$ cat src/design/tpcd_pkg.sv
// shared constants and stage payload types for the touch packet coordinate decoder
package tpcd_pkg;

  localparam int unsigned BYTE_W    = 8;
  localparam int unsigned DATA_W    = 7;
  localparam int unsigned RAW_W     = 2 * DATA_W;
  localparam int unsigned POS_W     = 12;
  localparam int unsigned QY_W      = POS_W - 1;
  localparam int unsigned RECIP_W   = 24;
  localparam int unsigned PROD_W    = RAW_W + RECIP_W;

  localparam logic [BYTE_W-1:0] SYNC_BYTE = 8'h80;

  localparam int unsigned X_MUL       = 799;
  localparam int unsigned X_DIV       = 4095;
  localparam int unsigned Y_MUL       = 479;
  localparam int unsigned Y_PRESS_OFF = 125;
  localparam int unsigned Y_PRESS_DIV = 3970;
  localparam int unsigned Y_REL_OFF   = 150;
  localparam int unsigned Y_REL_DIV   = 3945;

  // floor(n * mul / div) == floor(n * ceil(2^s * mul / div) / 2^s) holds for
  // n < 2^14 and div < 2^12 once s >= 26
  localparam int unsigned RECIP_SHIFT = 26;

  localparam logic [RECIP_W-1:0] X_RECIP =
    RECIP_W'(((64'd1 << RECIP_SHIFT) * X_MUL + X_DIV - 1) / X_DIV);
  localparam logic [RECIP_W-1:0] Y_PRESS_RECIP =
    RECIP_W'(((64'd1 << RECIP_SHIFT) * Y_MUL + Y_PRESS_DIV - 1) / Y_PRESS_DIV);
  localparam logic [RECIP_W-1:0] Y_REL_RECIP =
    RECIP_W'(((64'd1 << RECIP_SHIFT) * Y_MUL + Y_REL_DIV - 1) / Y_REL_DIV);

  // assembled packet: raw x and the offset y split into sign and magnitude
  typedef struct packed {
    logic [RAW_W-1:0] raw_x;
    logic [RAW_W-1:0] mag_y;
    logic             neg_y;
    logic             release_cal;
  } asm_item_t;

  // scaled magnitudes, y sign still apart
  typedef struct packed {
    logic [POS_W-1:0] q_x;
    logic [QY_W-1:0]  q_y;
    logic             neg_y;
  } scaled_item_t;

endpackage

$ cat src/design/tpcd_pkt_asm.sv
// packet framing: sync hunt, data byte capture and raw value assembly
module tpcd_pkt_asm (
  input  logic                           clk,
  input  logic                           rst,
  input  logic                           in_valid,
  output logic                           in_ready,
  input  logic [tpcd_pkg::BYTE_W-1:0]    in_byte,
  input  logic                           in_release,
  output logic                           item_valid,
  input  logic                           item_ready,
  output tpcd_pkg::asm_item_t            item
);

  typedef enum logic [2:0] {
    PH_IDLE,
    PH_X_LO,
    PH_X_HI,
    PH_Y_LO,
    PH_Y_HI
  } phase_t;

  phase_t                          phase;
  logic [tpcd_pkg::DATA_W-1:0]     x_lo;
  logic [tpcd_pkg::DATA_W-1:0]     x_hi;
  logic [tpcd_pkg::DATA_W-1:0]     y_lo;

  logic                            take;
  logic [tpcd_pkg::DATA_W-1:0]     data;
  logic [tpcd_pkg::RAW_W-1:0]      raw_y;
  logic [tpcd_pkg::RAW_W:0]        diff_y;
  logic [tpcd_pkg::RAW_W:0]        neg_diff_y;

  assign in_ready = !item_valid || item_ready;
  assign take     = in_valid && in_ready;
  assign data     = in_byte[tpcd_pkg::DATA_W-1:0];   // top bit dropped

  always_comb begin
    raw_y      = {data, y_lo};
    diff_y     = {1'b0, raw_y} - (in_release ? (tpcd_pkg::RAW_W+1)'(tpcd_pkg::Y_REL_OFF)
                                              : (tpcd_pkg::RAW_W+1)'(tpcd_pkg::Y_PRESS_OFF));
    neg_diff_y = -diff_y;
  end

  always_ff @(posedge clk) begin
    if (rst) begin
      phase      <= PH_IDLE;
      item_valid <= 1'b0;
    end else begin
      // drained item is cleared unless a new packet end refills it
      if (item_valid && item_ready && !(take && phase == PH_Y_HI)) begin
        item_valid <= 1'b0;
      end
      if (take) begin
        unique case (phase)
          PH_X_LO: begin
            x_lo  <= data;
            phase <= PH_X_HI;
          end
          PH_X_HI: begin
            x_hi  <= data;
            phase <= PH_Y_LO;
          end
          PH_Y_LO: begin
            y_lo  <= data;
            phase <= PH_Y_HI;
          end
          PH_Y_HI: begin
            item_valid       <= 1'b1;
            item.raw_x       <= {x_hi, x_lo};
            item.neg_y       <= diff_y[tpcd_pkg::RAW_W];
            item.mag_y       <= diff_y[tpcd_pkg::RAW_W] ? neg_diff_y[tpcd_pkg::RAW_W-1:0]
                                                        : diff_y[tpcd_pkg::RAW_W-1:0];
            item.release_cal <= in_release;
            phase            <= PH_IDLE;
          end
          default: begin
            // idle and unused codes hunt for sync
            phase <= (in_byte == tpcd_pkg::SYNC_BYTE) ? PH_X_LO : PH_IDLE;
          end
        endcase
      end
    end
  end

  // the last data byte of a packet always produces an item
  a_last_byte_emits: assert property (@(posedge clk) disable iff (rst)
    take && phase == PH_Y_HI |=> item_valid)
    else $error("packet end did not produce an item");

  // no item appears without a last data byte being taken
  a_item_from_packet: assert property (@(posedge clk) disable iff (rst)
    $rose(item_valid) |-> $past(take) && $past(phase) == PH_Y_HI)
    else $error("item appeared outside a packet end");

endmodule

$ cat src/design/tpcd_scale.sv
// constant-reciprocal scaling of raw x and offset y magnitude
module tpcd_scale (
  input  logic                   clk,
  input  logic                   rst,
  input  logic                   in_valid,
  output logic                   in_ready,
  input  tpcd_pkg::asm_item_t    in_item,
  output logic                   out_valid,
  input  logic                   out_ready,
  output tpcd_pkg::scaled_item_t out_item
);

  logic [tpcd_pkg::PROD_W-1:0]  prod_x;
  logic [tpcd_pkg::PROD_W-1:0]  prod_y;
  logic [tpcd_pkg::RECIP_W-1:0] recip_y;

  assign in_ready = !out_valid || out_ready;

  always_comb begin
    recip_y = in_item.release_cal ? tpcd_pkg::Y_REL_RECIP : tpcd_pkg::Y_PRESS_RECIP;
    prod_x  = tpcd_pkg::PROD_W'(in_item.raw_x) * tpcd_pkg::PROD_W'(tpcd_pkg::X_RECIP);
    prod_y  = tpcd_pkg::PROD_W'(in_item.mag_y) * tpcd_pkg::PROD_W'(recip_y);
  end

  always_ff @(posedge clk) begin
    if (rst) begin
      out_valid <= 1'b0;
    end else if (in_ready) begin
      out_valid <= in_valid;
    end
  end

  always_ff @(posedge clk) begin
    if (in_valid && in_ready) begin
      out_item.q_x   <= prod_x[tpcd_pkg::RECIP_SHIFT +: tpcd_pkg::POS_W];
      out_item.q_y   <= prod_y[tpcd_pkg::RECIP_SHIFT +: tpcd_pkg::QY_W];
      out_item.neg_y <= in_item.neg_y;
    end
  end

endmodule

$ cat src/design/tpcd_out.sv
// sign restore of y and the result register toward the output stream
module tpcd_out (
  input  logic                         clk,
  input  logic                         rst,
  input  logic                         in_valid,
  output logic                         in_ready,
  input  tpcd_pkg::scaled_item_t       in_item,
  output logic                         out_valid,
  input  logic                         out_ready,
  output logic [tpcd_pkg::POS_W-1:0]   x_pos,
  output logic signed [tpcd_pkg::POS_W-1:0] y_pos
);

  logic [tpcd_pkg::POS_W-1:0] y_mag;

  assign in_ready = !out_valid || out_ready;
  assign y_mag    = {1'b0, in_item.q_y};

  always_ff @(posedge clk) begin
    if (rst) begin
      out_valid <= 1'b0;
    end else if (in_ready) begin
      out_valid <= in_valid;
    end
  end

  always_ff @(posedge clk) begin
    if (in_valid && in_ready) begin
      x_pos <= in_item.q_x;
      y_pos <= in_item.neg_y ? -y_mag : y_mag;
    end
  end

  // scaled x never exceeds full scale of 3196
  a_x_range: assert property (@(posedge clk) disable iff (rst)
    out_valid |-> x_pos <= 12'd3196)
    else $error("x_pos beyond full scale");

  // y stays within the calibrated span
  a_y_range: assert property (@(posedge clk) disable iff (rst)
    out_valid |-> y_pos >= -12'sd18 && y_pos <= 12'sd1971)
    else $error("y_pos beyond calibrated span");

endmodule

$ cat src/design/touch_packet_coordinate_decoder_core.sv
// top level of the touch packet coordinate decoder
//
//  channel  | direction | tdata (low bit up)           | tuser
//  ---------+-----------+------------------------------+------------------
//  s_axis   | in        | rx_byte[7:0]                 | release_cal
//  m_axis   | out       | x_pos[11:0], y_pos[23:12]    | -
//
// one byte transaction is taken per cycle while s_axis_tready is high; a packet is a sync byte 0x80
// followed by four data bytes, and only the last one yields a result
// the result of a packet passes from its last byte through the assembly register,
// the reciprocal multiply register and the sign restore / result register
// rst clears the phase to sync hunt and all stage valid flags
// m_axis_tready low holds each stage that holds an item; s_axis_tready drops only once the
// assembly register holds a packet that cannot move on
module touch_packet_coordinate_decoder_core (
  input  logic        clk,
  input  logic        rst,
  input  logic        s_axis_tvalid,
  output logic        s_axis_tready,
  input  logic [7:0]  s_axis_tdata,   // rx_byte[7:0]
  input  logic        s_axis_tuser,   // release_cal
  output logic        m_axis_tvalid,
  input  logic        m_axis_tready,
  output logic [23:0] m_axis_tdata    // x_pos[11:0], y_pos[23:12]
);

  // assembly stage to scaling stage
  logic                   asm_valid;
  logic                   asm_ready;
  tpcd_pkg::asm_item_t    asm_item;

  // scaling stage to result stage
  logic                   scl_valid;
  logic                   scl_ready;
  tpcd_pkg::scaled_item_t scl_item;

  logic [tpcd_pkg::POS_W-1:0]        x_pos;
  logic signed [tpcd_pkg::POS_W-1:0] y_pos;

  // sync hunt and byte capture, raw values joined and y offset applied
  tpcd_pkt_asm u_asm (
    .clk        (clk),
    .rst        (rst),
    .in_valid   (s_axis_tvalid),
    .in_ready   (s_axis_tready),
    .in_byte    (s_axis_tdata),
    .in_release (s_axis_tuser),
    .item_valid (asm_valid),
    .item_ready (asm_ready),
    .item       (asm_item)
  );

  // divisions by 4095, 3970 and 3945 done as multiply by reciprocal
  tpcd_scale u_scale (
    .clk       (clk),
    .rst       (rst),
    .in_valid  (asm_valid),
    .in_ready  (asm_ready),
    .in_item   (asm_item),
    .out_valid (scl_valid),
    .out_ready (scl_ready),
    .out_item  (scl_item)
  );

  // y sign restored, truncation toward zero kept by scaling the magnitude
  tpcd_out u_out (
    .clk       (clk),
    .rst       (rst),
    .in_valid  (scl_valid),
    .in_ready  (scl_ready),
    .in_item   (scl_item),
    .out_valid (m_axis_tvalid),
    .out_ready (m_axis_tready),
    .x_pos     (x_pos),
    .y_pos     (y_pos)
  );

  assign m_axis_tdata = {y_pos, x_pos};

endmodule
$ cat config.mk
export PLATFORM = sky130hd
export DESIGN_NAME = touch_packet_coordinate_decoder_core
export DESIGN_NICKNAME = d
export VERILOG_FILES = /design/src/design/tpcd_pkg.sv /design/src/design/tpcd_pkt_asm.sv /design/src/design/tpcd_scale.sv /design/src/design/tpcd_out.sv /design/src/design/touch_packet_coordinate_decoder_core.sv
export SDC_FILE = /design/constraint.sdc
export NUM_CORES = 1
export LEC_CHECK = 0
export BUFFER_PORTS_ARGS = -buffer_cell sky130_fd_sc_hd__clkbuf_2
export CORE_UTILIZATION = 46
export CTS_BUF_LIST = sky130_fd_sc_hd__clkbuf_2
export CTS_CLUSTER_DIAMETER = 30
export CTS_CLUSTER_SIZE = 14
export DETAILED_ROUTE_END_ITERATION = 8
export PLACE_DENSITY = 0.73
export SYNTH_ARGS = -nofsm -noshare
export SYNTH_HDL_FRONTEND = slang
export SYNTH_SLANG_ARGS = --single-unit
$ cat constraint.sdc
create_clock -name clk -period 5.6 [get_ports clk]
set_input_delay 0.84 -clock clk [delete_from_list [all_inputs] [get_ports clk]]
set_output_delay 0.84 -clock clk [all_outputs]
set_load 0.02 [all_outputs]
## Word level (Yosys, flattened, before mapping)

Index checks and enable logic that the tools add are counted.

| word-level totals | value |
|---|---|
| flip-flop bits (word level) | 105 |
| bits in latches | 0 |
| memory bits (writable) | 0 |
| ROM bits | 0 |
| bits of input ports | 13 |
| output and inout port bits | 26 |
| word-level logic and storage cells | 53 |
| memories kept | 0 |

| cells by class | value |
|---|---|
| $add $sub $neg | 3 |
| multipliers | 2 |
| div/mod/pow operators | 0 |
| $lt $le $gt $ge | 0 |
| eq/ne operators | 5 |
| shift operators | 0 |
| muxes and demuxes | 9 |
| bitwise logic cells | 1 |
| reductions and logical operators | 16 |

Operators by type and width:

| kind | number |
|---|---|
| $mul A14 B24 Y38 const B | 1 |
| $mul A14 B24 Y37 | 1 |
| $mux W19 | 1 |
| $sub A14 B8 Y15 | 1 |
| $mux W14 | 1 |
| $neg A14 Y14 | 1 |
| $neg A11 Y12 | 1 |
| $pmux W3 S4 | 1 |
| $reduce_and A3 Y1 | 4 |
| $mux W11 | 1 |
| $eq A8 B8 Y1 const B | 1 |
| $mux W8 | 1 |
| $eq A3 B2 Y1 const B | 2 |
| $logic_and A1 B1 Y1 | 5 |
| $logic_not A1 Y1 | 4 |
| $mux W1 | 4 |
| $eq A3 B1 Y1 const B | 1 |
| $eq A3 B3 Y1 const B | 1 |
| $logic_or A1 B1 Y1 | 3 |
| $not A1 Y1 | 1 |

## Longest topological paths before layout

Gate-level depths: netlist of run 1.

| logic depth | value |
|---|---|
| word-level depth | 11 |
| mapped depth | 24 |
| depth with buffers taken out | 22 |

## Cells and area by module

A second synthesis of run 1 with hierarchy kept.

| second synthesis, totals | value |
|---|---|
| cells, all modules | 1470 |
| area total of the unflattened synthesis | 16413.2 µm² |

Modules (own cells, without submodules):

| module | times used | cells each | area an instance (µm²) | sequential area each (µm²) |
|---|---|---|---|---|
| tpcd_scale | 1 | 1230 | 12968.7 | 740.7 |
| tpcd_pkt_asm | 1 | 181 | 2444.8 | 1611.5 |
| tpcd_out | 1 | 59 | 999.7 | 740.7 |

## Least setup slack after synthesis of run 1

Ideal clock, no wire load.

| timing path | value |
|---|---|
| kind | reg-to-reg |
| from | reg u_asm.item[0] in the netlist's numbering |
| to | reg u_scale.out_item[10] in the netlist's numbering (data pin) |
| library setup time | 0.269 ns |
| arrival | 5.719 ns |
| data required time | 5.331 ns |
| path slack | -0.388 ns |
| stages on the path, launching flop included | 23 |
| path buffers | 3 |
| clock period less this slack | 5.988 ns |
| path through | edfxtp_1 clkbuf_1 clkbuf_1 clkbuf_1 and2_1 fa_1 fa_1 fa_1 inv_1 fa_1 inv_1 fa_1 inv_1 fa_1 inv_1 ha_1 a21oi_1 a21oi_1 o22a_1 a41oi_1 a21boi_0 o31ai_1 xor2_1 |

| on the way | value |
|---|---|
| word-level cells in the longest chain between the ends | 2 |

Ends and longest elaborated chain:

| element | RTL line | RTL |
|---|---|---|
| start, declared | tpcd_pkt_asm.sv:11 | `output tpcd_pkg::asm_item_t item` |
| $mux W19 | tpcd_scale.sv:20 | `recip_y = in_item.release_cal ? tpcd_pkg::Y_REL_RECIP : tpcd_pkg::Y_PRESS_RECIP;` |
| $mul A14 B24 Y37 | tpcd_scale.sv:22 | `prod_y = tpcd_pkg::PROD_W'(in_item.mag_y) * tpcd_pkg::PROD_W'(recip_y);` |
| via u_scale.prod_y, one bit | tpcd_scale.sv:14 | `logic [tpcd_pkg::PROD_W-1:0] prod_y;` |
| end, declared | tpcd_scale.sv:10 | `output tpcd_pkg::scaled_item_t out_item` |

The timed path passes the listed nets, and every way through them passes these cells.
A chain may end at the register's enable or synchronous reset.

## Worst setup path after layout of run 1

Ends and elaborated chain as after synthesis.

==> results of run 1 <==
[path summary, 6_finish.rpt]
| path | from | endpoint | slack, ns | cells past startpoint |
|---|---|---|---|---|
| worst min-delay path | u_scale.out_item[15]$_DFFE_PP_ | u_out.x_pos[3]$_DFFE_PP_ | 0.42 | 0 |
| worst max-delay path | u_asm.item[0]$_DFFE_PP_ | u_scale.out_item[10]$_DFFE_PP_ | -0.18 | 22 |
| worst min register to register | u_scale.out_item[15]$_DFFE_PP_ | u_out.x_pos[3]$_DFFE_PP_ | 0.42 | 0 |
| worst max register to register | u_asm.item[0]$_DFFE_PP_ | u_scale.out_item[10]$_DFFE_PP_ | -0.18 | 22 |
[cell usage after synthesis, drive strengths merged, types with 20 or more instances]
master / n
edfxtp: 99
nand3: 25
a21oi: 52
inv: 401
nand2b: 20
o21ai: 35
ha: 272
nor2: 48
nand2: 52
a21o: 26
xnor2: 35
fa: 287
[flip-flops by register name (all words and copies together), names as in the netlist]
register,count
u_asm.x_hi,7
u_asm.item_valid,1
u_scale.out_valid,1
u_asm.item,30
u_asm.x_lo,7
u_asm.y_lo,7
u_asm.phase,3
u_out.out_valid,1
u_out.y_pos,12
u_out.x_pos,12
u_scale.out_item,24
[cells in the final DEF (no fill, tap or decap), types with 6 or more instances in the layout]
cell,n
inv_1,369
inv_2,31
buf_4,175
and2_1,8
fa_1,255
o21ai_2,11
clkbuf_2,47
a31oi_1,6
conb_1,12
o21ai_0,17
and3_1,9
nor3_1,8
o21bai_1,6
a21oi_2,16
o211ai_1,9
fa_2,32
ha_1,242
nor2_1,42
edfxtp_1,99
nand3_1,20
nand2_1,48
ha_4,27
buf_6,11
or2_2,9
nand2b_4,6
xor2_1,14
a21o_1,26
dfxtp_1,6
nand2b_1,14
nand4_1,12
xnor2_1,34
a21oi_1,33
o21ai_1,7
[cells by family after synthesis]
group                    Yosys count  synth area share [%]
AO/OA/AOI/OAI                    190                  7.41
flip-flops                       105                  18.5
XOR/XNOR                          49                  2.57
multiplexers                       4                 0.247
other                              2                0.0449
buffers and inverters            423                  9.52
AND/OR/NAND/NOR                  231                  7.02
adder cells (fa/ha/maj)          559                  54.7
[per-layer routing]
layer / vias to the layer above / global-route usage, %
li1: 5480 / -
met1: 5773 / 29.5
met2: 292 / 38.1
met3: 70 / 3.36
met4: 0 / 6.27
met5: - / 0
[critical path, stage by stage, from the launching register on]
cell	delay (ns)
edfxtp_1	0.45
buf_6	0.17
buf_12	0.14
nand2b_4	0.15
inv_4	0.07
fa_2	0.47
fa_2	0.56
inv_2	0.04
fa_2	0.52
inv_2	0.04
fa_2	0.45
fa_1	0.54
inv_2	0.05
fa_1	0.51
inv_2	0.05
ha_4	0.16
a21oi_4	0.16
a21oi_2	0.07
o22a_2	0.26
a41oi_4	0.20
a21boi_4	0.25
o31ai_2	0.10
xor2_1	0.15
[cell type report]
cell class                      count  area, µm²  share of cell area, %
Sequential cell                   105       3090                   15.4
Clock buffer                        9       45.0                  0.224
Inverter                          401       1510                   7.50
Multi-Input combinational cell   1045      13100                   65.2
Timing Repair Buffer              227       1700                   8.48
Antenna cell                        1       2.50                 0.0125
Tap cell                          461        577                   2.87
Clock inverter                      7       62.6                  0.311
[power groups by stage]
| stage | Clock [mW] | Combinational (mW) | Sequential (mW) |
|---|---|---|---|
| finish | 0.362 | 0.445 | 0.857 |
| global route | 0.402 | 0.492 | 0.857 |
| floorplan | 0 | 0.227 | 0.873 |
| detailed placement | 0 | 0.338 | 0.873 |
| CTS | 0.372 | 0.370 | 0.857 |
| global placement | 0 | 0.328 | 0.873 |
[what timing repair did]
action                                  in CTS  in global routing
endpoints found under the setup margin      20                 22
resized for setup                           84                134
cloned                                       2                  0
pin swaps                                   40                110
buffers inserted                            15                 17
==> metrics.txt, run 1 <==
initial antenna violation count 1; WL met3 roughly 2100 µm; fill count 2839; TritonCTS clock tree built; Net count, final approximately 2400; GPL Wtd Cong 0.967; Yosys top cell by area fa_1; cell internal pwr about 1.1 mW; achievable clock frequency between 0.15 and 0.2 GHz; drt first-iter violations between 500 and 600; Final Critical Period 5.78 ns; Met1 Wirelength 17200 µm; number of placed instances with taps included 2206; hold violation count in the final report 0; drt first pass iters 7; number of hold-repair buffers added at the cts stage 0; Die X 193 µm; number of rows in the core area 69; Avg WL per Cell 17.7 µm; synthesis-to-layout area growth 20.1%; max capacitance violation total 0; post-route worst setup slack -0.178 ns; placeable core region 35700 µm²; slew at the pin with the worst max-slew slack roughly 1.1 ns; number of sinks on the clock net roughly 110; die outline area 37100 µm²; NetSw between 500 and 600 µW; Post-Place Cell Area 18700 µm²; setup tns final -1.24 ns; path type of the worst min-delay path flop to flop; Antenna Violating Nets Remaining 0; Cell Count, Final, Fillers Out 2256; violated checks DRC, setup timing; fraction of final layout cells sized beyond drive strength 1 24.5%; count of distinct cell types in the synthesized netlist 61; setup repair after global routing missed its margin true; total CTS buffers 9; Power Dens Cells roughly 83 nW/µm²; height of the chip 193 µm; endpoint kind of the worst setup timing path flop; share of async-settable or async-resettable flops after synthesis 0%; synth warn 0; Worst Setup Slack post-DPL -0.290 ns; global-route wire length before repair around 64000 µm; root buffer cell clkbuf_2; clock latency reported for the late side of the worst-skew pair a little under 0.7 ns; routed via count divided by cell count 5.15; area share of the largest cell type after synthesis 34.4%; via count of the first global-routing pass between 10000 and 15000; Post-Route Skew around 0.063 ns; class of the most critical setup path flop to flop; share of the yosys chip area belonging to registers 18.5%; met2 layer wire length in the routed design 19600 µm; count of boundary I/O pins 39; number of DRC violations after detailed routing 12; total design power 1.66 mW; sum of net half-perimeters after detailed placement roughly 34000 µm; post-synth design cell area 16700 µm²; fin crit share 103%; top routing layer in use met4; wire length reported by the detailed router 39900 µm; Post-Route Utilization 56.3%; maximum number of pins on one net before global-route repair 31; CP arrival 6.24 ns; run status complete, but fails checks; maximum resistive drop on vdd slightly above 0.08 mV; CTS H-tree depth 3; average instance area after synthesis 10.7 µm²; standby leakage power just under 10 nW; aggregate global-route resource usage between 20 and 25%; fraction of power consumed by the clock network between 20% and 30%; Area contributors post-synth fa_1 34%, ha_1 20%, edfxtp_1 18%; Net Sw Frac 31.7%; Max transition margin 25.5%; Starting Density 46.9%; Main synth FF type edfxtp_1; critical path data required time 6.06 ns; buffers added on ports 38; clock-pin slew reported for the worst setup and hold paths after clock tree synthesis approximately 0.31 ns; CP Launch Type flop; area of all placed cells without fillers 20100 µm²; final-layout worst hold slack 0.417 ns; total congestion overflow 0; Max Buffers Root-to-Sink 2; fraction of power consumed by sequential logic about half; cells after synthesis 1563; largest driver fanout on the critical path 7; final count of pins violating max slew 0; Comb pwr share 26.8%; flops & latches, synth 105; setup violation total in the final timing report 11; vias after detailed routing 11600; number of enable-type register cells in the synthesized netlist 99
Note: power is estimated with default switching activity, not from simulation.
==> inputs of run 2 (changes only) <==
- PLACE_DENSITY: 0.73 -> 0.71
- clock period: 5.6 -> 7 ns (I/O delays scaled with it)
==> metrics.txt, run 2 (synthesis gave the netlist of run 1 again) <==
buffers added on ports 38; count of boundary I/O pins 39; critical path data required time around 7.5 ns; GPL Wtd Cong 0.956; maximum resistive drop on vdd 0.0719 mV; clock-pin slew reported for the worst setup and hold paths after clock tree synthesis 0.32 ns; max capacitance violation total 0; Post-Route Skew roughly 0.060 ns; total area of multi-input combinational cells between 10000 and 15000 µm²; hold violation count in the final report 0; final-layout worst hold slack 0.405 ns; total congestion overflow 0; height of the chip 193 µm; Max transition margin 13.7%; number of DRC violations after detailed routing 10; CTS H-tree depth 3; setup repair after global routing missed its margin false; die outline area 37100 µm²; fin crit share 91.5%; sum of net half-perimeters after detailed placement 32300 µm; Net count, final 2178; synthesis-to-layout area growth 5.33%; drt first pass iters 7; violated checks DRC; CP Launch Type flop; registers with the highest flip-flop counts u_asm.item (30), u_scale.out_item (24); Power Dens Cells 68.7 nW/µm²; CP arrival 6.93 ns; fill count around 3200; Reg2Reg Launch Point u_asm.item[0]$_DFFE_PP_; register cell area after layout 3090 µm²; run status complete, but fails checks; root buffer cell clkbuf_2; CP endpoint u_scale.out_item[9]$_DFFE_PP_; Max Buffers Root-to-Sink 2; total CTS buffers 9; wire length reported by the detailed router 36400 µm; number of setup buffers added after CTS 0; largest driver fanout on the critical path 20; Starting Density 46.9%; hold path depth 0; initial antenna violation count 1; clock latency reported for the late side of the worst-skew pair 0.63 ns; flip-flop count of the largest register after layout 30; Final Critical Period 6.40 ns; worst reg-to-reg setup slack roughly 0.6 ns; number of hold-repair buffers added at the cts stage 0; beginning of the critical path u_asm.item[0]$_DFFE_PP_; commonest non-fill, non-tap cells in the layout 401 x inv_1, 287 x fa_1, 272 x ha_1; TritonCTS clock tree built; class of the most critical setup path flop to flop; Die X 193 µm; drt first-iter violations 504; placeable core region 35700 µm²; endpoint kind of the worst setup timing path flop; number of sinks on the clock net roughly 110; fraction of final layout cells sized beyond drive strength 1 4.59%; maximum number of pins on one net before global-route repair 25; path type of the worst min-delay path flop to flop; Avg WL per Cell 17.6 µm; largest register by flop count u_asm.item; leading cell type in the layout, fill and taps excluded inv_1; Antenna Violating Nets Remaining 0; achievable clock frequency approximately 0.16 GHz; endpoint of the worst register-to-register path u_scale.out_item[9]$_DFFE_PP_; vias after detailed routing 10800; aggregate global-route resource usage 20.7%; standby leakage power 8.84 nW; global-route wire length before repair 59200 µm; number of rows in the core area 69; slew at the pin with the worst max-slew slack 1.28 ns; worst reg2reg path depth 20; final count of pins violating max slew 0; setup violation total in the final timing report 0; routed via count divided by cell count between 5 and 6; via count of the first global-routing pass about 11000; number of gates given a new drive strength after cts 0; setup tns final 0 ns
run 2: cell count changes in the layout (fill, tap and decap cells not counted), moves of 27 or more:
cell and delta:
inv_2 -31, ha_4 -27, inv_1 +32, ha_1 +30, buf_4 -169, fa_2 -32
fa_1 +32
run 2: metal layers:
layer / GRT usage (%) / up-vias / part of all wire, %
met1: 28.4 / 5372 / 46
met4: 4.63 / 0 / 1.9
li1: - / 5114 / -
met2: 34.7 / 250 / 47
met5: 0 / - / 0
met3: 2.96 / 43 / 4.7
run 2: critical path, stage by stage (launching register included):
cell and delay, ns:
edfxtp_1 0.60, buf_4 0.26, nor2b_1 0.42, fa_1 0.53
fa_1 0.51, inv_1 0.05, fa_1 0.53, inv_1 0.05
fa_1 0.45, fa_1 0.51, inv_1 0.06, fa_1 0.47
inv_1 0.04, ha_1 0.26, nand3_1 0.13, nor2_1 0.25
nand3_1 0.19, a311oi_1 0.34, o211ai_1 0.22, a311oi_1 0.28
nand3b_1 0.13
run 2: metrics by stage:
stage	power (mW)	utilization (%)	cells	setup WS (ns)	area (µm²)
after global placement	0.915	49.1	2056	0.799	17500
after detailed placement	0.923	49.1	2056	0.646	17500
after CTS	1.22	49.4	2072	0.578	17600
after floorplan	0.864	-	1573	1.01	16800
after global routing	1.28	49.4	2073	0.216	17600
final	1.21	49.4	2073	0.597	17600
run 2: final cells by class:
class | count | share of cell area (%)
Multi-Input combinational cell | 1045 | 68.6
Sequential cell | 105 | 17.6
Inverter | 401 | 8.54
Tap cell | 461 | 3.27
Timing Repair Buffer | 44 | 1.34
Clock inverter | 5 | 0.362
Clock buffer | 11 | 0.312
Antenna cell | 1 | 0.0142
run 2: power breakdown:
part | internal, mW | total, mW | switching, mW
Clock | 0.0887 | 0.299 | 0.210
Sequential | 0.685 | 0.685 | 0.000204
Combinational | 0.0927 | 0.225 | 0.133
Total | 0.866 | 1.21 | 0.343
run 2: worst min path at each step:
stage                                              start  slack, ns                        end
after floorplan                  u_asm.x_lo[0]$_DFFE_PP_       0.40   u_asm.item[16]$_DFFE_PP_
after global placement           u_asm.x_lo[6]$_DFFE_PP_       0.40   u_asm.item[22]$_DFFE_PP_
after detailed placement         u_asm.x_lo[6]$_DFFE_PP_       0.40   u_asm.item[22]$_DFFE_PP_
after CTS                 u_scale.out_item[22]$_DFFE_PP_       0.40  u_out.x_pos[10]$_DFFE_PP_
after global routing      u_scale.out_item[22]$_DFFE_PP_       0.41  u_out.x_pos[10]$_DFFE_PP_
final                     u_scale.out_item[22]$_DFFE_PP_       0.40  u_out.x_pos[10]$_DFFE_PP_
